**src/rtl/two_run_merge_top_defines.svh**
```systemverilog
// assertion macros used by the rtl top
`ifndef TWO_RUN_MERGE_TOP_DEFINES_SVH
`define TWO_RUN_MERGE_TOP_DEFINES_SVH

// same-cycle implication, held off during reset
`define TRM_ASSERT_NOW(label, ante, cons, msg) \
	label: assert property (@(posedge clk) disable iff (!arst_n) (ante) |-> (cons)) \
		else $error(msg);

// next-cycle implication, held off during reset
`define TRM_ASSERT_NEXT(label, ante, cons, msg) \
	label: assert property (@(posedge clk) disable iff (!arst_n) (ante) |=> (cons)) \
		else $error(msg);

`endif

```
**src/rtl/trm_pkg.sv**
```systemverilog
package trm_pkg;

	// widths cover the whole supported range of the element limit (up to 64)
	localparam int CNT_W = 7;
	localparam int IDX_W = 6;
	localparam int DATA_W = 32;

	// one loaded block handed from the front to the back
	typedef struct packed {
		logic             bank;
		logic [CNT_W-1:0] count;
		logic [IDX_W-1:0] last_first;
	} trm_cmd_t;

	typedef enum logic {
		BK_IDLE,
		BK_MERGE
	} trm_bk_state_t;

endpackage

```
**src/rtl/two_run_merge_top.sv**
```systemverilog
// two-run merge: loads a block of signed 32-bit values made of two ascending runs
// and returns their stable merge (ties go to the first run).
// input channel: push/full queue; value, first_run_end, block_end per transaction.
//   block_end closes the block; first_run_end marks the first run's last element
//   (only the first mark counts; none means the whole block is the first run).
//   at most MAX_ELEMENTS elements are kept per block, further ones are dropped.
// result channel: empty/pop queue; merged_value, merged_last (set on the block's
//   final result). one result per stored element, oldest first.
// timing: one element is loaded per cycle while full is low. the merge starts once the
//   block_end transaction has passed the block queue and the back has taken it, and then
//   gives one result per cycle while pop keeps up. the store has two banks: the next
//   block loads while the previous one merges; full rises when both banks are taken,
//   until the merge of the older block finishes.
// stalls: with pop low the finished result waits in the output register and the
//   merge pauses; loading goes on into the free bank.
// reset: arst_n clears all control state at once; the block is empty and takes
//   a new block straight away. no clearing pass is needed.
`include "two_run_merge_top_defines.svh"

module two_run_merge_top #(
	parameter int MAX_ELEMENTS = 32
) (
	input  logic               clk,
	input  logic               arst_n,
	input  logic               push,
	output logic               full,
	input  logic signed [31:0] value,
	input  logic               first_run_end,
	input  logic               block_end,
	output logic               empty,
	input  logic               pop,
	output logic signed [31:0] merged_value,
	output logic               merged_last
);

	// one extra address bit selects the bank
	localparam int AW = $clog2(MAX_ELEMENTS) + 1;

	logic                       accept;
	logic                       we;
	logic [AW-1:0]              waddr;
	logic [trm_pkg::DATA_W-1:0] wdata;
	logic [AW-1:0]              raddr_a;
	logic [AW-1:0]              raddr_b;
	logic [trm_pkg::DATA_W-1:0] rdata_a;
	logic [trm_pkg::DATA_W-1:0] rdata_b;

	logic                       cmd_push;
	trm_pkg::trm_cmd_t          cmd_in;
	logic                       cmd_pop;
	logic                       cmd_valid;
	trm_pkg::trm_cmd_t          cmd_out;
	logic [1:0]                 q_count;
	logic                       busy;
	logic [1:0]                 in_use;
	logic                       out_valid;

	// banks held by the back: queued blocks plus the one being merged
	assign in_use = q_count + {1'b0, busy};
	assign full   = in_use[1];
	assign accept = push && !full;
	assign empty  = !out_valid;

	trm_ram #(
		.WIDTH (trm_pkg::DATA_W),
		.DEPTH (2 << $clog2(MAX_ELEMENTS))
	) u_store (
		.clk     (clk),
		.we      (we),
		.waddr   (waddr),
		.wdata   (wdata),
		.raddr_a (raddr_a),
		.raddr_b (raddr_b),
		.rdata_a (rdata_a),
		.rdata_b (rdata_b)
	);

	// front: load elements and track the run split
	trm_front #(
		.MAX_ELEMENTS (MAX_ELEMENTS)
	) u_front (
		.clk           (clk),
		.arst_n        (arst_n),
		.accept        (accept),
		.value         (value),
		.first_run_end (first_run_end),
		.block_end     (block_end),
		.we            (we),
		.waddr         (waddr),
		.wdata         (wdata),
		.cmd_push      (cmd_push),
		.cmd           (cmd_in)
	);

	// short queue of loaded blocks awaiting merge
	trm_cmd_q u_cmd_q (
		.clk     (clk),
		.arst_n  (arst_n),
		.push    (cmd_push),
		.cmd_in  (cmd_in),
		.pop     (cmd_pop),
		.valid   (cmd_valid),
		.cmd_out (cmd_out),
		.count   (q_count)
	);

	// back: two-head merge feeding the output register
	trm_back #(
		.MAX_ELEMENTS (MAX_ELEMENTS)
	) u_back (
		.clk       (clk),
		.arst_n    (arst_n),
		.cmd_valid (cmd_valid),
		.cmd       (cmd_out),
		.cmd_pop   (cmd_pop),
		.busy      (busy),
		.raddr_a   (raddr_a),
		.raddr_b   (raddr_b),
		.rdata_a   (rdata_a),
		.rdata_b   (rdata_b),
		.pop       (pop),
		.out_valid (out_valid),
		.out_value (merged_value),
		.out_last  (merged_last)
	);

	// never more than two banks in flight
	`TRM_ASSERT_NOW(a_bank_limit, 1'b1, in_use != 2'd3, "more than two banks in use")
	// a full queue must not take another block
	`TRM_ASSERT_NOW(a_no_overfill, q_count == 2'd2, !cmd_push, "block queue overflow")
	// a closed block shows up in the queue or the back in the next cycle
	`TRM_ASSERT_NEXT(a_block_handed, cmd_push, in_use != 2'd0, "closed block lost")

endmodule

```
**src/rtl/trm_ram.sv**
```systemverilog
module trm_ram #(
	parameter int WIDTH = 32,
	parameter int DEPTH = 64
) (
	input  logic                     clk,
	input  logic                     we,
	input  logic [$clog2(DEPTH)-1:0] waddr,
	input  logic [WIDTH-1:0]         wdata,
	input  logic [$clog2(DEPTH)-1:0] raddr_a,
	input  logic [$clog2(DEPTH)-1:0] raddr_b,
	output logic [WIDTH-1:0]         rdata_a,
	output logic [WIDTH-1:0]         rdata_b
);

	logic [WIDTH-1:0] mem_q [DEPTH];

	always_ff @(posedge clk) begin
		if (we) begin
			mem_q[waddr] <= wdata;
		end
		rdata_a <= mem_q[raddr_a];
		rdata_b <= mem_q[raddr_b];
	end

endmodule

```
**src/rtl/trm_front.sv**
```systemverilog
module trm_front #(
	parameter int MAX_ELEMENTS = 32
) (
	input  logic                              clk,
	input  logic                              arst_n,
	input  logic                              accept,
	input  logic signed [31:0]                value,
	input  logic                              first_run_end,
	input  logic                              block_end,
	output logic                              we,
	output logic [$clog2(MAX_ELEMENTS):0]     waddr,
	output logic [trm_pkg::DATA_W-1:0]        wdata,
	output logic                              cmd_push,
	output trm_pkg::trm_cmd_t                 cmd
);

	localparam int IW = $clog2(MAX_ELEMENTS);

	logic                      bank_q;
	logic [trm_pkg::CNT_W-1:0] fill_q;
	logic [trm_pkg::IDX_W-1:0] split_q;
	logic                      seen_q;

	logic                      stored;
	logic                      split_now;
	logic [trm_pkg::CNT_W-1:0] fill_n;
	logic [trm_pkg::IDX_W-1:0] split_n;
	logic                      seen_n;
	logic [trm_pkg::CNT_W-1:0] fill_m1;

	// elements beyond the store limit are dropped
	assign stored    = fill_q < trm_pkg::CNT_W'(MAX_ELEMENTS);
	assign split_now = stored && first_run_end && !seen_q;
	assign fill_n    = fill_q + trm_pkg::CNT_W'(stored);
	assign split_n   = split_now ? fill_q[trm_pkg::IDX_W-1:0] : split_q;
	assign seen_n    = seen_q | split_now;
	assign fill_m1   = fill_n - trm_pkg::CNT_W'(1);

	assign we    = accept && stored;
	assign waddr = {bank_q, fill_q[IW-1:0]};
	assign wdata = $unsigned(value);

	assign cmd_push        = accept && block_end;
	assign cmd.bank        = bank_q;
	assign cmd.count       = fill_n;
	assign cmd.last_first  = seen_n ? split_n : fill_m1[trm_pkg::IDX_W-1:0];

	always_ff @(posedge clk or negedge arst_n) begin
		if (!arst_n) begin
			bank_q  <= 1'b0;
			fill_q  <= '0;
			split_q <= '0;
			seen_q  <= 1'b0;
		end else if (accept) begin
			if (block_end) begin
				bank_q  <= ~bank_q;
				fill_q  <= '0;
				split_q <= '0;
				seen_q  <= 1'b0;
			end else begin
				fill_q  <= fill_n;
				split_q <= split_n;
				seen_q  <= seen_n;
			end
		end
	end

endmodule

```
**src/rtl/trm_cmd_q.sv**
```systemverilog
module trm_cmd_q (
	input  logic              clk,
	input  logic              arst_n,
	input  logic              push,
	input  trm_pkg::trm_cmd_t cmd_in,
	input  logic              pop,
	output logic              valid,
	output trm_pkg::trm_cmd_t cmd_out,
	output logic [1:0]        count
);

	trm_pkg::trm_cmd_t slot_q [2];
	logic              wr_ptr_q;
	logic              rd_ptr_q;
	logic [1:0]        cnt_q;

	assign valid   = cnt_q != 2'd0;
	assign cmd_out = slot_q[rd_ptr_q];
	assign count   = cnt_q;

	always_ff @(posedge clk) begin
		if (push) begin
			slot_q[wr_ptr_q] <= cmd_in;
		end
	end

	always_ff @(posedge clk or negedge arst_n) begin
		if (!arst_n) begin
			wr_ptr_q <= 1'b0;
			rd_ptr_q <= 1'b0;
			cnt_q    <= 2'd0;
		end else begin
			if (push) begin
				wr_ptr_q <= ~wr_ptr_q;
			end
			if (pop) begin
				rd_ptr_q <= ~rd_ptr_q;
			end
			cnt_q <= cnt_q + 2'(push) - 2'(pop);
		end
	end

endmodule

```
**src/rtl/trm_back.sv**
```systemverilog
module trm_back #(
	parameter int MAX_ELEMENTS = 32
) (
	input  logic                          clk,
	input  logic                          arst_n,
	input  logic                          cmd_valid,
	input  trm_pkg::trm_cmd_t             cmd,
	output logic                          cmd_pop,
	output logic                          busy,
	output logic [$clog2(MAX_ELEMENTS):0] raddr_a,
	output logic [$clog2(MAX_ELEMENTS):0] raddr_b,
	input  logic [trm_pkg::DATA_W-1:0]    rdata_a,
	input  logic [trm_pkg::DATA_W-1:0]    rdata_b,
	input  logic                          pop,
	output logic                          out_valid,
	output logic signed [31:0]            out_value,
	output logic                          out_last
);

	localparam int IW = $clog2(MAX_ELEMENTS);

	trm_pkg::trm_bk_state_t    state_q, state_d;
	logic                      bank_q, bank_d;
	logic [trm_pkg::CNT_W-1:0] count_q, count_d;
	logic [trm_pkg::IDX_W-1:0] last_q, last_d;
	logic [trm_pkg::CNT_W-1:0] head_a_q, head_a_d;
	logic [trm_pkg::CNT_W-1:0] head_b_q, head_b_d;
	logic [trm_pkg::CNT_W-1:0] emit_q, emit_d;
	logic                      out_valid_q;
	logic [trm_pkg::DATA_W-1:0] out_value_q;
	logic                      out_last_q;

	logic                      advance;
	logic                      take_first;
	logic                      is_last;

	// tie goes to the first run, keeping the merge stable
	always_comb begin
		if (head_a_q > {1'b0, last_q}) begin
			take_first = 1'b0;
		end else if (head_b_q >= count_q) begin
			take_first = 1'b1;
		end else begin
			take_first = $signed(rdata_a) <= $signed(rdata_b);
		end
	end

	assign is_last = (emit_q + trm_pkg::CNT_W'(1)) == count_q;

	always_comb begin
		state_d  = state_q;
		bank_d   = bank_q;
		count_d  = count_q;
		last_d   = last_q;
		head_a_d = head_a_q;
		head_b_d = head_b_q;
		emit_d   = emit_q;
		cmd_pop  = 1'b0;
		advance  = 1'b0;
		unique case (state_q)
			trm_pkg::BK_IDLE: begin
				if (cmd_valid) begin
					cmd_pop  = 1'b1;
					bank_d   = cmd.bank;
					count_d  = cmd.count;
					last_d   = cmd.last_first;
					head_a_d = '0;
					head_b_d = {1'b0, cmd.last_first} + trm_pkg::CNT_W'(1);
					emit_d   = '0;
					state_d  = trm_pkg::BK_MERGE;
				end
			end
			trm_pkg::BK_MERGE: begin
				if (!out_valid_q || pop) begin
					advance = 1'b1;
					if (take_first) begin
						head_a_d = head_a_q + trm_pkg::CNT_W'(1);
					end else begin
						head_b_d = head_b_q + trm_pkg::CNT_W'(1);
					end
					emit_d = emit_q + trm_pkg::CNT_W'(1);
					if (is_last) begin
						state_d = trm_pkg::BK_IDLE;
					end
				end
			end
			default: begin
				state_d = trm_pkg::BK_IDLE;
			end
		endcase
	end

	// address the next heads so read data lines up with the head registers
	assign raddr_a = {bank_d, head_a_d[IW-1:0]};
	assign raddr_b = {bank_d, head_b_d[IW-1:0]};

	always_ff @(posedge clk or negedge arst_n) begin
		if (!arst_n) begin
			state_q     <= trm_pkg::BK_IDLE;
			bank_q      <= 1'b0;
			count_q     <= '0;
			last_q      <= '0;
			head_a_q    <= '0;
			head_b_q    <= '0;
			emit_q      <= '0;
			out_valid_q <= 1'b0;
		end else begin
			state_q  <= state_d;
			bank_q   <= bank_d;
			count_q  <= count_d;
			last_q   <= last_d;
			head_a_q <= head_a_d;
			head_b_q <= head_b_d;
			emit_q   <= emit_d;
			if (advance) begin
				out_valid_q <= 1'b1;
			end else if (pop) begin
				out_valid_q <= 1'b0;
			end
		end
	end

	always_ff @(posedge clk) begin
		if (advance) begin
			out_value_q <= take_first ? rdata_a : rdata_b;
			out_last_q  <= is_last;
		end
	end

	assign busy      = state_q == trm_pkg::BK_MERGE;
	assign out_valid = out_valid_q;
	assign out_value = $signed(out_value_q);
	assign out_last  = out_last_q;

endmodule

```
**config.mk**
```make
export PLATFORM = sky130hd
export DESIGN_NAME = two_run_merge_top
export DESIGN_NICKNAME = d
export VERILOG_FILES = /design/src/rtl/trm_pkg.sv /design/src/rtl/two_run_merge_top.sv /design/src/rtl/trm_ram.sv /design/src/rtl/trm_front.sv /design/src/rtl/trm_cmd_q.sv /design/src/rtl/trm_back.sv
export VERILOG_INCLUDE_DIRS = /design/src /design/src/rtl
export SDC_FILE = /design/constraint.sdc
export NUM_CORES = 2
export LEC_CHECK = 0
export BUFFER_PORTS_ARGS = -buffer_cell sky130_fd_sc_hd__buf_4
export CAP_MARGIN = 20
export CORE_MARGIN = 2
export CORE_UTILIZATION = 35
export CTS_CLUSTER_SIZE = 14
export DETAILED_ROUTE_END_ITERATION = 8
export GPL_ROUTABILITY_DRIVEN = 0
export SYNTH_ARGS = -nofsm -noshare
export SYNTH_HDL_FRONTEND = slang
export SYNTH_SLANG_ARGS = --single-unit
```
**constraint.sdc**
```tcl
create_clock -name clk -period 7 [get_ports clk]
set_input_delay 1.4 -clock clk [delete_from_list [all_inputs] [get_ports clk]]
set_output_delay 1.4 -clock clk [all_outputs]
set_load 0.01 [all_outputs]
```
# Yosys cells after proc, flatten, opt, wreduce, memory -nomap -nowiden
# Memories as Yosys holds them, arrays and structs flattened. A register that Yosys moved wholly into a read port is not among the register bits.
# Cells that the tools add are included.
[op_classes]
n_mux = 34
reduce_logical = 16
div_mod_pow = 0
add_sub_neg = 9
eq_ne = 5
shift = 0
mul = 0
n_lt_le_gt_ge = 4
bitwise_logic = 5
[ops]
columns = ["cell", "count"]
rows = [
  ["$mux W7", 9],
  ["$pmux W7 S2", 3],
  ["$le A32 B32 Y1", 1],
  ["$mux W32", 1],
  ["$add A7 B1 Y7 const B", 3],
  ["$mux W6", 3],
  ["$mux W1", 17],
  ["$ne A2 B2 Y1 const B", 4],
  ["$add A6 B1 Y7 const B", 1],
  ["$add A7 B1 Y7", 1],
  ["$eq A7 B7 Y1", 1],
  ["$ge A7 B7 Y1", 1],
  ["$gt A7 B6 Y1", 1],
  ["$lt A7 B6 Y1 const B", 1],
  ["$reduce_and A2 Y1", 3],
  ["$reduce_and A3 Y1", 2],
  ["$sub A6 B1 Y6 const B", 1],
  ["$logic_and A1 B1 Y1", 5],
  ["$add A2 B1 Y2", 2],
  ["$not A1 Y1", 4],
  ["$reduce_bool A2 Y1", 2],
  ["$logic_not A1 Y1", 3],
  ["$pmux W1 S2", 1],
  ["$sub A2 B1 Y2", 1],
  ["2 further kinds", 2],
]
[totals]
input_bits = 38
memories = 2
mem_bits_ro = 0
word_cells = 94
regBits = 89
latch_bits = 0
ram_bits = 2076
out_inout_bits = 35
[memory_table]
columns = ["memory", "depth", "width", "rd", "rd_ports_with_merged_regs", "wr", "line", "source"]
rows = [
  ["u_store.mem_q", 64, 32, 2, 2, 1, "trm_ram.sv:15", "logic [WIDTH-1:0] mem_q [DEPTH];"],
  ["u_cmd_q.slot_q", 2, 14, 1, 0, 1, "trm_cmd_q.sv:12", "trm_pkg::trm_cmd_t slot_q [2];"],
]

# Longest topological paths before layout
[logic_depth]
word_depth = 6
ltp_mapped = 20

# Cells and area by module
# Synthesis repeated with hierarchy kept, for this count alone.
[unflattened]
hier_cells = 5138
area_unflattened_um2 = 102848.6
[modules_own_cells]
columns = ["mod", "area_each_um2", "n_inst", "seq_area_each_um2", "cells_each"]
rows = [
  ["trm_ram", 95660.5, 1, 62780.2, 4412],
  ["trm_back", 4446.8, 1, 1916.8, 488],
  ["trm_front", 1448.9, 1, 375.4, 174],
  ["trm_cmd_q", 1256.2, 1, 940.9, 58],
  ["two_run_merge_top", 36.3, 1, 0.0, 6],
]

# Worst setup path before layout
# No wires, ideal clock.
[synth_timing]
path_kind = "input -> register"
start = "in pop"
end = "reg u_store.rdata_a[10] (read register of u_store.mem_q)"
t_arrival_ps = 4487
setup_ps = 120
path_stages = 15
path_slack_ps = 2393
required_time_ps = 6880
path_buffers = 4
path_cell_list = "nand2b_1 > clkbuf_1 > nand2_1 > inv_2 > nand2_1 > o211ai_1 > and2_1 > buf_4 > buf_2 > buf_1 > mux2_2 > a222oi_1 > a21oi_1 > nand4_1 > o31ai_1"
[synth_between]
elab_chain_len = 3
[synth_lines]
columns = ["item", "line", "source"]
rows = [
  ["start, declared", "two_run_merge_top.sv:31", "input logic pop,"],
  ["$logic_or A1 B1 Y1", "trm_back.sv:74", "if (!out_valid_q || pop) begin"],
  ["$mux W7", "trm_back.sv:74", ""],
  ["$pmux W7 S2", "trm_back.sv:60", "unique case (state_q)"],
  ["end, declared", "trm_ram.sv:11", "output logic [WIDTH-1:0] rdata_a,"],
]
# No other way between the ends. The select of a mux whose other input is x is not followed.
# A chain may end at the register's enable or synchronous reset.

# Worst setup path in the final report
[layout_timing]
start = "reg u_store.rdata_b[19] (read register of u_store.mem_q)"
end = "reg u_store.rdata_b[1] (read register of u_store.mem_q)"
[layout_between]
elab_chain_len = 6
[layout_lines]
columns = ["item", "line", "source"]
rows = [
  ["start, declared", "trm_ram.sv:12", "output logic [WIDTH-1:0] rdata_b"],
  ["$le A32 B32 Y1", "trm_back.sv:44", "take_first = $signed(rdata_a) <= $signed(rdata_b);"],
  ["$mux W1", "trm_back.sv:41", "end else if (head_b_q >= count_q) begin"],
  ["$mux W1", "trm_back.sv:39", "if (head_a_q > {1'b0, last_q}) begin"],
  ["$mux W7", "trm_back.sv:76", "if (take_first) begin"],
  ["$mux W7", "trm_back.sv:74", ""],
  ["$pmux W7 S2", "trm_back.sv:60", ""],
]
# No other way between the ends. The select of a mux whose other input is x is not followed.

==> flow_summary.toml <==
[cts]
cts_made_buffers = 237
insertion_delay_ns = 0.94
cts.path.max_buffers = 4
cts_max_level = 4
cts_root_buf = "clkbuf_16"
cts_tree = "done"
clkTransAtPathRegs_ns = 0.06
holdBufCountCts = 0
cts_sinks = 2229

[global_route]
grt_max_degree = 200
grt_usage_pct = 27.1
antenna_found_initial = 31
grt_pass1_wl_mm = 587
overflow = 0
grt_pass1_vias = 77400

[placement]
port_buffers = 72
dp_hpwl_mm = 244
dpl_cell_area_um2 = 110000

[final_layout]
fillers = 27500
postLayoutCellArea_um2 = 118000
area_growth_pct = 13.8
drive_above_1_share_pct = 11.5
nets = 8666

[detailed_routing]
drt.antenna.violating_nets = 0
wire_per_inst_um = 33.3
viasPerCell = 6.52
via_count = 83000
first_pass_iters = 9
wl_mm = 424
drt_iter0_drc = 15800
drcViolationCount = 23

[power_and_ir_drop]
power.total_mw = 66.0
power_density_nw_per_um2 = 558
power_leakage_nw = 40.4
ir_worst_vdd_uv = 881

[timing]
worst_clock_skew_ns = 0.0621
finalCritPeriodShare_pct = 95.6
worstMarginPinSlew_ns = 1.28
relSlewSlack_pct = 14.9
finalMaxSlewViolations = 0
rsz0062_at_grt = "false"
hold_viol = 0
fmax_ghz = 0.149
period_minus_slack_ns = 6.69
final-setup-viol-count = 0

[yosys]
synth_warnings = 0
synth_top_area_share_pct = 60.9
async_reset_ff_share_pct = 2.51
synthFlopType = "edfxtp_1"
synth_seq_area_share_pct = 63.5
syn_area_per_cell_um2 = 11.9
synth-edff-count = 2109
syn_nets = 8797
yosysTopAreaCell = "edfxtp_1"
syn_inst = 8705
ys_seq_elements = 2229
netlist-cell-type-count = 75
syn-cell-area_um2 = 104000
synthTopCellsByArea = "edfxtp_1 (61%), nand2_1 (6.9%), mux2i_1 (5.7%)"

[critical_path]
critPathTopFamily = "compound AO/OA/AOI/OAI gates"
crit_path_top_delay_cell = "a31oi_1"
crit_type = "register to register"
crit_path_end_kind = "register"
cpPeakStageDelay_ns = 0.74
crit_path_max_fanout = 23
crit_chain = "inv_1 > ha_1 > nand4_1 > nand4bb_1 > o211ai_1 > a31o_1 > a31oi_4 > buf_4 > a221oi_4 > nand2_4 > buf_12 > buf_4 > o22ai_1 > a31oi_1 > a31oi_1 > a32o_1"
cp.required_ns = 7.85
cp.arrival_ns = 7.54
cp-start-kind = "register"
path_buf_inv = 4

[flow_run]
drv_cap = 0

[die]
fp-row-count = 200
die_w_um = 549
design.portCount = 73
core_area_um2 = 296000
die_y_um = 549
start_util_pct = 35.1
dieArea_um2 = 301000

[status]
violations = "DRC"
outcome = "finished with violations"

[worst_hold_path]
hold_class = "register to register"
registers in the layout, indices dropped and copies added (netlist names), 2 cells and up:
signal,count
u_back.head_b_q,7
u_store.mem_q,2048
u_cmd_q.count,2
u_back.head_a_q,7
u_front.split_q,6
u_cmd_q.slot_q,28
u_back.last_q,6
u_back.count_q,7
u_store.rdata_a,32
u_back.emit_q,7
u_store.rdata_b,32
u_back.out_value,32
u_front.fill_q,7
final cells by class:
| type | instances | area [um2] | area share, % |
|---|---|---|---|
| Antenna cell | 27 | 67.6 | 0.0571 |
| Clock buffer | 295 | 6460 | 5.46 |
| Clock inverter | 140 | 1560 | 1.32 |
| Tap cell | 3939 | 4930 | 4.17 |
| Multi-Input combinational cell | 5687 | 35400 | 30.0 |
| Sequential cell | 2229 | 66000 | 55.8 |
| Timing Repair Buffer | 350 | 3480 | 2.94 |
| Inverter | 69 | 302 | 0.255 |
worst min-delay path: stages (launching register included):
cell and delay (ns):
dfrtp_1 0.34, nand2_1 0.04, o21ai_0 0.06
power breakdown:
group	switching [mW]	leakage [nW]	internal, mW
clock network	5.49	3.94	7.66
logic	26.0	16.2	10.9
registers	0.588	20.2	15.4
synthesized netlist by cell type, types with 91 or more instances:
master	instances
o21ai_0	200
nor2_1	139
mux2i_1	595
o22ai_1	191
a222oi_1	91
a22oi_1	200
a21oi_1	284
mux2_2	157
nand3_1	725
edfxtp_1	2109
a31oi_1	227
clkbuf_1	496
a32o_1	95
a221oi_1	92
nand2_1	1921
nand4_1	105
o211ai_1	105
buf_2	141
timing repair:
| action | CTS | global route |
|---|---|---|
| setup endpoints to repair | 0 | 6 |
| resized for setup | 0 | 4 |
| setup buffers | 0 | 2 |
logic make-up after synthesis:
logic type	after synthesis	synth area share [%]
muxes	752	7.43
adders and majority gates	54	0.650
and+or+nand+nor	2989	12.2
AOI/OAI and AO/OA	1858	12.8
DFF	2229	63.5
buffers and inverters	789	3.12
xor gates and xnor gates	34	0.286
path summary, 6_finish.rpt:
| path | start | end | slack, ns | cells past startpoint |
|---|---|---|---|---|
| worst min-delay path | u_back.last_q[5]$_DFFE_PN0P_ | u_back.last_q[5]$_DFFE_PN0P_ | 0.48 | 2 |
| min in group asynchronous | arst_n | u_front.fill_q[6]$_DFFE_PN0P_ | 0.60 | 1 |
| max in group asynchronous | arst_n | u_back.head_b_q[1]$_DFF_PN0_ | 5.86 | 1 |
| worst max register to register | u_store.rdata_b[19]$_DFF_P_ | u_store.rdata_b[1]$_DFF_P_ | 0.31 | 16 |
| worst min register to register | u_back.last_q[5]$_DFFE_PN0P_ | u_back.last_q[5]$_DFFE_PN0P_ | 0.48 | 2 |
| worst max-delay path | u_store.rdata_b[19]$_DFF_P_ | u_store.rdata_b[1]$_DFF_P_ | 0.31 | 16 |
per-layer routing:
metal  part of all wire, %  track usage, %  routed length [um]
met5                 0.023               0                  98
met4                   6.6            16.0               28100
met3                    15            8.44               63000
met2                    42            39.1              178000
met1                    37            35.6              155000
stage by stage:
step | utilization (%) | hold WS (ns) | setup TNS [ns] | setup slack [ns] | std cells
global route | 39.9 | 0.503 | 0 | 0.303 | 12700
global placement | 37.1 | 0.466 | -4.05 | -0.491 | 12300
CTS | 39.9 | 0.489 | 0 | 0.171 | 12700
detailed placement | 37.2 | 0.475 | 0 | 0.221 | 12300
floorplan | - | 0.450 | 0 | 2.39 | 8705
finish | 39.9 | 0.480 | 0 | 0.310 | 12700
placed cells by master, fill, tap and decap left out, types with 24 or more instances in the layout:
| cell | synthesis | layout |
|---|---|---|
| buf_4 | 25 | 281 |
| and3_1 | 42 | 41 |
| a311oi_1 | 31 | 31 |
| o21ai_0 | 200 | 191 |
| a32oi_1 | 68 | 68 |
| a22o_1 | 37 | 37 |
| edfxtp_1 | 2109 | 2109 |
| a22oi_1 | 200 | 200 |
| o311a_1 | 32 | 32 |
| mux2i_1 | 595 | 594 |
| nand3_1 | 725 | 724 |
| diode_2 | 0 | 27 |
| nand2_1 | 1921 | 1914 |
| clkinv_1 | 2 | 26 |
| bufinv_16 | 0 | 31 |
| buf_12 | 0 | 63 |
| o31ai_1 | 35 | 35 |
| a21oi_1 | 284 | 284 |
| dfrtp_1 | 56 | 56 |
| nor2_1 | 139 | 71 |
| a32o_1 | 95 | 95 |
| clkbuf_8 | 0 | 29 |
| clkinv_2 | 0 | 58 |
| nand4_1 | 105 | 105 |
| xnor2_1 | 24 | 24 |
| o22ai_1 | 191 | 191 |
| dfxtp_1 | 64 | 64 |
| nor2_4 | 0 | 69 |
| a31oi_1 | 227 | 224 |
| a221o_1 | 67 | 67 |
| a221oi_1 | 92 | 92 |
| clkbuf_16 | 0 | 238 |
| mux2_2 | 157 | 156 |
| a211oi_1 | 39 | 39 |
| inv_1 | 60 | 58 |
| o2111ai_1 | 33 | 33 |
| o211ai_1 | 105 | 105 |
| ha_1 | 54 | 54 |
| a222oi_1 | 91 | 91 |
| clkbuf_1 | 496 | 28 |
No activity file was read; power rests on OpenSTA's default activity.
